File: config.mk
export PLATFORM = sky130hd
export DESIGN_NAME = reverse_cuthill_mckee_order
export DESIGN_NICKNAME = d
export VERILOG_FILES = /design/src/rcm_pkg.sv /design/src/rcm_lanes.sv /design/src/rcm_merge.sv /design/src/reverse_cuthill_mckee_order.sv
export SDC_FILE = /design/constraint.sdc
export NUM_CORES = 2
export LEC_CHECK = 0
export ABC_AREA = 1
export BUFFER_PORTS_ARGS = -buffer_cell sky130_fd_sc_hd__buf_2
export CELL_PAD_IN_SITES_DETAIL_PLACEMENT = 0
export CELL_PAD_IN_SITES_GLOBAL_PLACEMENT = 1
export CORE_ASPECT_RATIO = 0.7
export CORE_UTILIZATION = 51
export DETAILED_ROUTE_END_ITERATION = 10
export PLACE_DENSITY = 0.77
export SYNTH_ARGS = -nofsm -noshare
export SYNTH_HDL_FRONTEND = slang
export SYNTH_HIERARCHICAL = 1
export SYNTH_SLANG_ARGS = --single-unit
File: constraint.sdc
create_clock -name clock -period 11.26 [get_ports clock]
set_input_delay 2.252 -clock clock [delete_from_list [all_inputs] [get_ports clock]]
set_output_delay 2.252 -clock clock [all_outputs]
set_load 0.03 [all_outputs]
File: src/rcm_pkg.sv
// ----------------------------------------------------------------------------
// rcm_pkg: shared constants and helpers
// Widths of the stream words and the degree count used by the ordering block.
// ----------------------------------------------------------------------------
package rcm_pkg;

   localparam int MAX_SIZE_DEF = 32;   // default storage depth
   localparam int ROW_W        = 32;   // width of one row pattern
   localparam int DEG_W        = 6;    // degree 0..32
   localparam int SIZE_W       = 6;    // matrix_size register width
   localparam int OUT_IDX_W    = 5;    // original_row / out_position
   localparam int RSP_W        = 16;   // two 5-bit fields padded to bytes

   // count of set bits: nibble counts first, then a short sum
   function automatic logic [DEG_W-1:0] pop_count(input logic [ROW_W-1:0] x);
      logic [2:0]       nib [ROW_W/4];
      logic [DEG_W-1:0] sum;
      for (int i = 0; i < ROW_W/4; i++) begin
         nib[i] = 3'(x[4*i]) + 3'(x[4*i+1]) + 3'(x[4*i+2]) + 3'(x[4*i+3]);
      end
      sum = '0;
      for (int i = 0; i < ROW_W/4; i++) begin
         sum = sum + DEG_W'(nib[i]);
      end
      return sum;
   endfunction

endpackage

File: src/rcm_lanes.sv
// ----------------------------------------------------------------------------
// rcm_lanes: per-row candidate lanes
// Each lane forms a sort key {not candidate, degree, row index} for its row.
// ----------------------------------------------------------------------------
module rcm_lanes #(
   parameter int LANES = 32,
   parameter int IW    = 5
) (
   input  logic [LANES-1:0]                           cand,
   input  logic [LANES*rcm_pkg::DEG_W-1:0]            deg_flat,
   output logic [LANES*(1+rcm_pkg::DEG_W+IW)-1:0]     keys
);
   import rcm_pkg::*;

   localparam int KW = 1 + DEG_W + IW;

   // one key per lane; smaller key wins, lower index breaks ties
   always_comb begin
      for (int i = 0; i < LANES; i++) begin
         keys[i*KW +: KW] = {~cand[i], deg_flat[i*DEG_W +: DEG_W], IW'(i)};
      end
   end

endmodule

File: src/rcm_merge.sv
// ----------------------------------------------------------------------------
// rcm_merge: minimum-key merge
// Binary compare tree over the lane keys; yields the winning row index.
// ----------------------------------------------------------------------------
module rcm_merge #(
   parameter int LANES = 32,
   parameter int IW    = 5
) (
   input  logic [LANES*(1+rcm_pkg::DEG_W+IW)-1:0] keys,
   output logic [IW-1:0]                          best_idx
);
   import rcm_pkg::*;

   localparam int KW = 1 + DEG_W + IW;
   localparam int P  = 1 << IW;

   logic [KW-1:0] lvl [IW+1][P];

   // tree levels; padded leaves carry the largest key
   always_comb begin
      for (int l = 0; l <= IW; l++) begin
         for (int j = 0; j < P; j++) begin
            lvl[l][j] = '1;
         end
      end
      for (int j = 0; j < LANES; j++) begin
         lvl[0][j] = keys[j*KW +: KW];
      end
      for (int l = 0; l < IW; l++) begin
         for (int j = 0; j < (P >> (l + 1)); j++) begin
            lvl[l+1][j] = (lvl[l][2*j+1] < lvl[l][2*j]) ? lvl[l][2*j+1] : lvl[l][2*j];
         end
      end
      best_idx = lvl[IW][0][IW-1:0];
   end

endmodule

File: src/reverse_cuthill_mckee_order.sv
// ----------------------------------------------------------------------------
// reverse_cuthill_mckee_order: RCM ordering of a loaded sparsity pattern
// Loads one row pattern per word, builds the Cuthill-McKee order with a
// lane-parallel least-degree pick, then streams the reversed order.
// ----------------------------------------------------------------------------
//  channel  | dir | word contents
//  req_     | in  | tdata[31:0] row_pattern
//  rsp_     | out | tdata[4:0] original_row, [9:5] out_position; tlast last_of_run
//  csr_     | in  | data[5:0] matrix_size
//
//  After the last row is loaded the order is built: each dequeued row is read
//  from the single-ported queue memory, each placed row is taken from the
//  registered least-degree pick and written to the queue, and a restart picks
//  among all unplaced rows when the queue runs empty. Each result is then held
//  until rsp_ takes it. No rows are accepted while ordering, while emitting or
//  in a cycle with a csr_ write. Reset is synchronous and needs no clearing pass.
// ----------------------------------------------------------------------------
module reverse_cuthill_mckee_order #(
   parameter int MAX_SIZE = rcm_pkg::MAX_SIZE_DEF
) (
   input  logic                         clock,
   input  logic                         reset,
   input  logic                         req_tvalid,
   output logic                         req_tready,
   input  logic [rcm_pkg::ROW_W-1:0]    req_tdata,   // [31:0] row_pattern
   output logic                         rsp_tvalid,
   input  logic                         rsp_tready,
   output logic [rcm_pkg::RSP_W-1:0]    rsp_tdata,   // [4:0] original_row, [9:5] out_position
   output logic                         rsp_tlast,   // last_of_run
   input  logic                         csr_valid,
   output logic                         csr_ready,
   input  logic [rcm_pkg::SIZE_W-1:0]   csr_data     // [5:0] matrix_size
);
   import rcm_pkg::*;

   localparam int CAP = (MAX_SIZE < 32) ? MAX_SIZE : 32;
   localparam int IW  = $clog2(CAP);
   localparam int CW  = $clog2(CAP + 1);
   localparam int KW  = 1 + DEG_W + IW;

   localparam logic [3:0] S_LOAD = 4'd0;
   localparam logic [3:0] S_SEL  = 4'd1;
   localparam logic [3:0] S_RD   = 4'd2;
   localparam logic [3:0] S_PK1  = 4'd3;
   localparam logic [3:0] S_PK2  = 4'd4;
   localparam logic [3:0] S_ORD  = 4'd5;
   localparam logic [3:0] S_OLD  = 4'd6;
   localparam logic [3:0] S_OWT  = 4'd7;

   logic [3:0]       state_ff;
   logic [CW-1:0]    eff_ff, rows_ff, head_ff, tail_ff, k_ff;
   logic [CAP-1:0]   placed_ff, cand_ff;
   logic             restart_ff;
   logic [IW-1:0]    best_ff;
   logic [CAP-1:0]   pat_ff [CAP];
   logic [DEG_W-1:0] deg_ff [CAP];
   logic [IW-1:0]    qmem [CAP];
   logic [IW-1:0]    q_rd_ff;
   logic             rsp_valid_ff, rsp_last_ff;
   logic [OUT_IDX_W-1:0] rsp_row_ff, rsp_pos_ff;

   logic [CAP-1:0]   col_mask;
   logic [ROW_W-1:0] deg_mask;
   logic [CW-1:0]    eff_in;
   logic [IW-1:0]    mem_addr, best_idx;
   logic             mem_rd, mem_wr;
   logic [CAP*DEG_W-1:0] deg_flat;
   logic [CAP*KW-1:0]    keys;

   assign csr_ready  = 1'b1;
   assign req_tready = (state_ff == S_LOAD) && !csr_valid;
   assign rsp_tvalid = rsp_valid_ff;
   assign rsp_tlast  = rsp_last_ff;
   assign rsp_tdata  = {(RSP_W - 2*OUT_IDX_W)'(0), rsp_pos_ff, rsp_row_ff};

   // effective size from a register write: 0 acts as 1, saturate at CAP
   always_comb begin
      if (csr_data == '0) eff_in = CW'(1);
      else if (int'(csr_data) > CAP) eff_in = CW'(CAP);
      else eff_in = CW'(csr_data);
   end

   // column masks for the active size
   always_comb begin
      for (int i = 0; i < CAP; i++) col_mask[i] = (i < int'(eff_ff));
      for (int i = 0; i < ROW_W; i++) deg_mask[i] = (i < CAP) && (i < int'(eff_ff));
   end

   // candidate lanes and merge
   always_comb begin
      for (int i = 0; i < CAP; i++) deg_flat[i*DEG_W +: DEG_W] = deg_ff[i];
   end

   rcm_lanes #(.LANES(CAP), .IW(IW)) u_lanes (
      .cand(cand_ff), .deg_flat(deg_flat), .keys(keys));

   rcm_merge #(.LANES(CAP), .IW(IW)) u_merge (
      .keys(keys), .best_idx(best_idx));

   // queue memory port control
   always_comb begin
      mem_wr = (state_ff == S_PK2);
      mem_rd = (state_ff == S_ORD) || (state_ff == S_SEL);
      priority if (state_ff == S_PK2) mem_addr = tail_ff[IW-1:0];
      else if (state_ff == S_ORD)     mem_addr = IW'(eff_ff - CW'(1) - k_ff);
      else                            mem_addr = head_ff[IW-1:0];
   end

   always_ff @(posedge clock) begin
      if (mem_wr) qmem[mem_addr] <= best_ff;
      if (mem_rd) q_rd_ff <= qmem[mem_addr];
   end

   // row storage during loading
   always_ff @(posedge clock) begin
      if (req_tvalid && req_tready) begin
         pat_ff[rows_ff[IW-1:0]] <= req_tdata[CAP-1:0];
         deg_ff[rows_ff[IW-1:0]] <= pop_count(req_tdata & deg_mask);
      end
   end

   // sequencer
   always_ff @(posedge clock) begin
      if (reset) begin
         state_ff     <= S_LOAD;
         eff_ff       <= CW'(CAP);
         rows_ff      <= '0;
         head_ff      <= '0;
         tail_ff      <= '0;
         k_ff         <= '0;
         placed_ff    <= '0;
         cand_ff      <= '0;
         restart_ff   <= 1'b0;
         rsp_valid_ff <= 1'b0;
      end else begin
         if (csr_valid) begin
            eff_ff  <= eff_in;
            rows_ff <= '0;
         end
         unique case (state_ff)
            S_LOAD: begin
               if (req_tvalid && !csr_valid) begin
                  if (rows_ff + CW'(1) == eff_ff) begin
                     rows_ff   <= '0;
                     placed_ff <= '0;
                     head_ff   <= '0;
                     tail_ff   <= '0;
                     state_ff  <= S_SEL;
                  end else begin
                     rows_ff <= rows_ff + CW'(1);
                  end
               end
            end
            S_SEL: begin
               if (tail_ff == eff_ff) begin
                  k_ff     <= '0;
                  state_ff <= S_ORD;
               end else if (head_ff == tail_ff) begin
                  cand_ff    <= col_mask & ~placed_ff;
                  restart_ff <= 1'b1;
                  state_ff   <= S_PK1;
               end else begin
                  head_ff    <= head_ff + CW'(1);
                  restart_ff <= 1'b0;
                  state_ff   <= S_RD;
               end
            end
            S_RD: begin
               cand_ff  <= pat_ff[q_rd_ff] & col_mask & ~placed_ff;
               state_ff <= S_PK1;
            end
            S_PK1: begin
               if (cand_ff == '0) begin
                  state_ff <= S_SEL;
               end else begin
                  best_ff  <= best_idx;
                  state_ff <= S_PK2;
               end
            end
            S_PK2: begin
               placed_ff <= placed_ff | (CAP'(1) << best_ff);
               cand_ff   <= cand_ff & ~(CAP'(1) << best_ff);
               tail_ff   <= tail_ff + CW'(1);
               state_ff  <= restart_ff ? S_SEL : S_PK1;
            end
            S_ORD: begin
               state_ff <= S_OLD;
            end
            S_OLD: begin
               rsp_valid_ff <= 1'b1;
               rsp_row_ff   <= OUT_IDX_W'(q_rd_ff);
               rsp_pos_ff   <= OUT_IDX_W'(k_ff);
               rsp_last_ff  <= (k_ff == eff_ff - CW'(1));
               state_ff     <= S_OWT;
            end
            S_OWT: begin
               if (rsp_tready) begin
                  rsp_valid_ff <= 1'b0;
                  if (k_ff == eff_ff - CW'(1)) begin
                     state_ff <= S_LOAD;
                  end else begin
                     k_ff     <= k_ff + CW'(1);
                     state_ff <= S_ORD;
                  end
               end
            end
            default: state_ff <= S_LOAD;
         endcase
      end
   end

   // checks
   a_tail_bound: assert property (@(posedge clock) disable iff (reset)
      (state_ff != S_LOAD) |-> (tail_ff <= eff_ff))
      else $error("queue tail beyond matrix size");

   a_placed_count: assert property (@(posedge clock) disable iff (reset)
      (state_ff != S_LOAD) |-> ($countones(placed_ff) == int'(tail_ff)))
      else $error("placed rows disagree with queue tail");

   a_last_pos: assert property (@(posedge clock) disable iff (reset)
      (rsp_tvalid && rsp_tlast) |-> (int'(rsp_pos_ff) == int'(eff_ff) - 1))
      else $error("last flag off the final position");

   a_no_overlap: assert property (@(posedge clock) disable iff (reset)
      req_tready |-> !rsp_tvalid) else $error("loading while results pending");

endmodule
Word level (Yosys, flattened, before mapping)
Memories as Yosys holds them, arrays and structs flattened. A register that Yosys moved wholly into a read port is not among the register bits.
Index checks and enable logic that the tools add are counted.
- flip-flop bits (word level): 116
- memory bits (writable): 1376
- output and inout port bits: 20
- memories kept: 3
- $add $sub $neg: 37
- order comparisons: 64
- eq/ne operators: 19
- shift-type cells: 1
- muxes and demuxes: 71
- bitwise logic cells: 43
- reduce and logical (&&, ||, !) cells: 22
- memory list (name ; words ; width ; rd ports ; clocked after memory_dff ; write ports ; line ; text):
    pat_ff ; 32 ; 32 ; 1 ; 0 ; 1 ; reverse_cuthill_mckee_order.sv:55 ; logic [CAP-1:0] pat_ff [CAP];
    deg_ff ; 32 ; 6 ; 32 ; 0 ; 1 ; reverse_cuthill_mckee_order.sv:56 ; logic [DEG_W-1:0] deg_ff [CAP];
    qmem ; 32 ; 5 ; 1 ; 1 ; 1 ; reverse_cuthill_mckee_order.sv:57 ; logic [IW-1:0] qmem [CAP];
- operators with widths (kind ; number):
    less-than comparator 12 bit ; 31
    2-to-1 mux 12 bit ; 30
    AND 32 bit ; 5
    2-to-1 mux 32 bit ; 4
    less-than comparator 5 x 6 -> 1 bit (first input constant) ; 16
    case mux 32 bit (3 select lines) ; 1
    2-to-1 mux 6 bit ; 13
    NOT 32 bit ; 2
    case mux 32 bit (2 select lines) ; 1
    less-than comparator 4 x 6 -> 1 bit (first input constant) ; 8
    case mux 6 bit (2 select lines) ; 3
    NOT 1 bit ; 35
    logical NOT 32 bit ; 1
    OR 32 bit ; 1
    case mux 4 bit (8 select lines) ; 1
    left shift 1 x 5 -> 32 bit (first input constant) ; 1
    adder 2 x 1 -> 3 bit ; 8
    adder 3 x 1 -> 3 bit ; 8
    adder 6 x 1 -> 6 bit (second input constant) ; 4
    adder 6 x 3 -> 6 bit ; 4
    equality test 6 bit ; 4
    less-than comparator 3 x 6 -> 1 bit (first input constant) ; 4
    adder 1 x 1 -> 2 bit ; 8
    equality test 4 x 3 -> 1 bit (second input constant) ; 4
    29 further kinds ; 60

Depth between registers and ports, before layout
- word-level depth: 12
- gate-level depth with buffers: 57
- gate-level depth less buffers: 51

By module
The synthesis kept the hierarchy.
- modules (own cells, without submodules) (module ; instances ; cells each ; area each (µm²) ; sequential area each (µm²)):
    reverse_cuthill_mckee_order ; 1 ; 5194 ; 61322.6 ; 43932.1
    rcm_merge ; 1 ; 2296 ; 12604.6 ; 0.0
    rcm_lanes ; 1 ; 386 ; 2770.2 ; 0.0

Worst setup path after synthesis
Ideal clock, no wire load.
- kind: register -> register
- start: memory deg_ff[15][5]
- end: register best_ff[0], data pin
- setup time: 254 ps
- data arrival time: 8700 ps
- data required time: 11006 ps
- slack: 2306 ps
- stages on the path, launching flop included: 51
- period minus slack after synthesis: 8954 ps
- path through: edfxtp_1 > buf_4 > ha_1 > nand2_1 > nor2_1 > nand2_1 > nor2_1 > nand2_1 > nand2_1 > clkbuf_1 > clkbuf_1 > nor2_1 > a21oi_1 > ha_1 > a21oi_1 > nor2_1 > a211oi_1 > o221a_2 > (+15 left out) > ha_1 > a21oi_1 > nand3b_1 > a21oi_1 > a2111oi_0 > nand2_2 > buf_2 > buf_2 > o21ai_0 > ha_1 > nand2_1 > inv_1 > o21bai_1 > a21oi_1 > a2111oi_0 > nand2_4 > nand2_1 > nand2_1
- RTL lines (item ; line ; text):
    start: declaration ; reverse_cuthill_mckee_order.sv:56 ;
    end signal: assignment ; reverse_cuthill_mckee_order.sv:176 ; best_ff <= best_idx;
    end: declaration ; reverse_cuthill_mckee_order.sv:54 ; logic [IW-1:0] best_ff;

Final worst setup path
- start: register cand_ff[1]
- end: register best_ff[0], data pin
- word-level cells in the longest chain between the ends: 11
- RTL lines (item ; line ; text):
    start: declaration ; reverse_cuthill_mckee_order.sv:52 ; logic [CAP-1:0] placed_ff, cand_ff;
    start signal: assignment ; reverse_cuthill_mckee_order.sv:159 ; cand_ff <= col_mask & ~placed_ff;
    start signal: assignment ; reverse_cuthill_mckee_order.sv:169 ; cand_ff <= pat_ff[q_rd_ff] & col_mask & ~placed_ff;
    start signal: assignment ; reverse_cuthill_mckee_order.sv:182 ; cand_ff <= cand_ff & ~(CAP'(1) << best_ff);
    NOT 1 bit (*) ; rcm_lanes.sv:20 ; keys[i*KW +: KW] = {~cand[i], deg_flat[i*DEG_W +: DEG_W], IW'(i)};
    via keys[23] ; reverse_cuthill_mckee_order.sv:68 ; logic [CAP*KW-1:0] keys;
    less-than comparator 12 bit ; rcm_merge.sv:31 ; lvl[l+1][j] = (lvl[l][2*j+1] < lvl[l][2*j]) ? lvl[l][2*j+1] : lvl[l][2*j];
    2-to-1 mux 12 bit (*) ; rcm_merge.sv:31 ;
    less-than comparator 12 bit ; rcm_merge.sv:31 ;
    2-to-1 mux 12 bit (*) ; rcm_merge.sv:31 ;
    less-than comparator 12 bit ; rcm_merge.sv:31 ;
    2-to-1 mux 12 bit (*) ; rcm_merge.sv:31 ;
    less-than comparator 12 bit ; rcm_merge.sv:31 ;
    2-to-1 mux 12 bit (*) ; rcm_merge.sv:31 ;
    less-than comparator 12 bit ; rcm_merge.sv:31 ;
    2-to-1 mux 5 bit (*) ; rcm_merge.sv:31 ;
    via best_idx[0] ; reverse_cuthill_mckee_order.sv:65 ; logic [IW-1:0] mem_addr, best_idx;
The timed path passes the listed nets; every way through them passes the cells marked *.
A chain may end at the register's enable or synchronous reset.

==> metrics.yaml <==
status: "completed"
antenna_found_initial: 21
synth-adder-area-share_pct: 6.444
vias: 54640
slew_headroom_pct: 15.49
worstSkewPairLatency_ns: 0.80
die_area_mm2: 0.1520
fin_nets: 8028
stdcell_count: 9710
grt_setup_unrepaired: "false"
cts_tree: "built"
synth-compound-area-share_pct: 10.16
worst-path-buf-inv: 3
die_w_um: 465.5
grt_first_pass_wirelength_um: 322900
yosys.area_share.simple_pct: 17.18
cts_hold_buf: 0
grtUsageTotal_pct: 28.61
synth.distinct_cells: 52
ys_ff_latch: 1496
dr.pass1.iters: 6
tightest_slew_ns: 1.263
layout_common_cells: "nand2_1, edfxtp_1, nor2_1"
postLayoutCoreUtil_pct: 54.91
fin_crit_ns: 9.653
setup_viol_count_final: 0
root_buffer: "clkbuf_16"
grt_pass1_vias: 50110
h-tree-depth: 4
wl_met3_um: 23700
skew_ns: 0.03711
synth-edff-count: 1397
cp_slowest_cell: "a211oi_1"
wl_met1_um: 100600
die_h_um: 326.5
finalHoldViolCount: 0
fin_crit_sh_pct: 85.73
via_per_inst: 5.627
dp.cells: 9434
setup_tns_ns: 0
grt_remaining_overflow: 0
synth_mux_area_share_pct: 0
portBuffers: 55
path_clk_slew_ns: 0.06
wl_met2_um: 88820
synthArstFlopShare_pct: 0
post-route-drc-count: 0
clkSinkCount: 1496
syn_avg_cell_area_um2: 9.738
synth-main-ff-cell: "edfxtp_1"
drtIter0Drc: 6620
end_kind: "flip-flop"
synth_xor_area_share_pct: 0.3377
syn_area_mm2: 0.07670
postCtsSetupBuffers: 0
gp_congestion: 0.8858
row_count: 118
pin_count: 63
syn_inst: 7876
core_region_area_mm2: 0.1485
cp_top_family: "compound AO/OA/AOI/OAI gates"
ant_nets: 0
slew_violations: 0
yosysSeqAreaShare_pct: 57.28
maxCapViolations: 0
rrSetupSlack_ns: 1.61
cts_resized: 0
grt_max_degree: 195
hold_class: "flip-flop to flip-flop"
fillers: 12960
cp.required_ns: 11.78
final_common_cell: "nand2_1"
numCtsBuffers: 149
hpwl_um: 128800
areaGrowthSynthToFinish_pct: 6.330
crit_fanout: 23
synth_top_family_by_area: "simple AND/OR/NAND/NOR gates"
drive_above_1_share_pct: 5.969
cp-start-kind: "flip-flop"
clockBufferDepth: 3
yosysWarningCount: 6
fmax_mhz: 103.6
wl_um: 219200
routed.top_layer: "met5"
start_util_pct: 51.64
routedWlPerCell_um: 22.58
arrival_ns: 10.17
crit_type: "flip-flop to flip-flop"
max_stage_delay_ns: 0.64
==> state kept, by name, indices dropped and copies added, names as in the netlist, 3 cells and up <==
name,count
qmem,160
state_ff,3
pat_ff,1024
cand_ff,32
k_ff,6
rsp_row_ff,5
deg_ff,192
q_rd_ff,5
tail_ff,6
eff_ff,6
head_ff,6
rsp_pos_ff,5
placed_ff,32
best_ff,5
rows_ff,6
==> per-stage QoR <==
step / hold WS, ns / cell area, um^2 / setup WS (ns)
after global placement: 0.4472 / 76670 / 1.773
after detailed placement: 0.4566 / 76670 / 1.674
after floorplan: 0.4206 / 77310 / 2.306
after global routing: 0.4912 / 81540 / 0.8130
final: 0.4674 / 81550 / 1.607
after CTS: 0.4659 / 81530 / 1.651
==> worst min-delay path, stage by stage (launching register included) <==
cell,delay (ns)
dfxtp_1,0.30
inv_1,0.06
a21oi_1,0.06
==> layout make-up <==
type	instances	area, um^2	area share (%)
clock inverters	82	950.9	1.166
clock buffers	187	3913	4.798
diodes	7	17.52	0.02148
well taps	1980	2477	3.038
repair buffers	134	918.4	1.126
multi-input cells	5228	27090	33.22
flip-flops and latches	1496	43930	53.87
inverters	596	2251	2.760
==> Yosys cell counts, types with 73 or more instances <==
cell | number | area (um^2)
a21oi_1 | 318 | 1592
buf_4 | 389 | 2920
o211ai_1 | 235 | 1764
ha_1 | 355 | 4442
nand2_1 | 1528 | 5736
o21ai_1 | 73 | 365.4
inv_1 | 579 | 2173
edfxtp_1 | 1397 | 41950
clkbuf_1 | 184 | 690.7
dfxtp_1 | 99 | 1982
o21ai_0 | 736 | 3684
buf_2 | 92 | 460.4
nor2_1 | 1146 | 4302
nand3_1 | 386 | 1932
==> per-layer routing <==
layer / track usage (%) / up-vias
li1: - / 25910
met5: 0 / -
met4: 8.222 / 12
met3: 7.233 / 325
met2: 39.69 / 2411
met1: 43.91 / 25980
==> final timing paths <==
path / start / endpoint / cells past startpoint
max: cand_ff[1]$_SDFFE_PP0P_ / best_ff[0]$_DFFE_PP_ / 35
max reg2reg: cand_ff[1]$_SDFFE_PP0P_ / best_ff[0]$_DFFE_PP_ / 35
min reg2reg: placed_ff[29]$_SDFFE_PP0P_ / placed_ff[29]$_SDFFE_PP0P_ / 2
min: placed_ff[29]$_SDFFE_PP0P_ / placed_ff[29]$_SDFFE_PP0P_ / 2
==> cell families (layout without fill, tap and decap cells) <==
group / count (synthesis) / after routing
adder cells (fa/ha/maj): 380 / 380
AO/OA/AOI/OAI: 1409 / 1409
XOR/XNOR: 28 / 28
flip-flops: 1496 / 1496
buffers and inverters: 1315 / 999
other: 4 / 174
AND/OR/NAND/NOR: 3244 / 3244
Power is left out: the tool's default activity adds up to more than one toggle a clock period on the data nets, which glitch-free logic cannot reach.
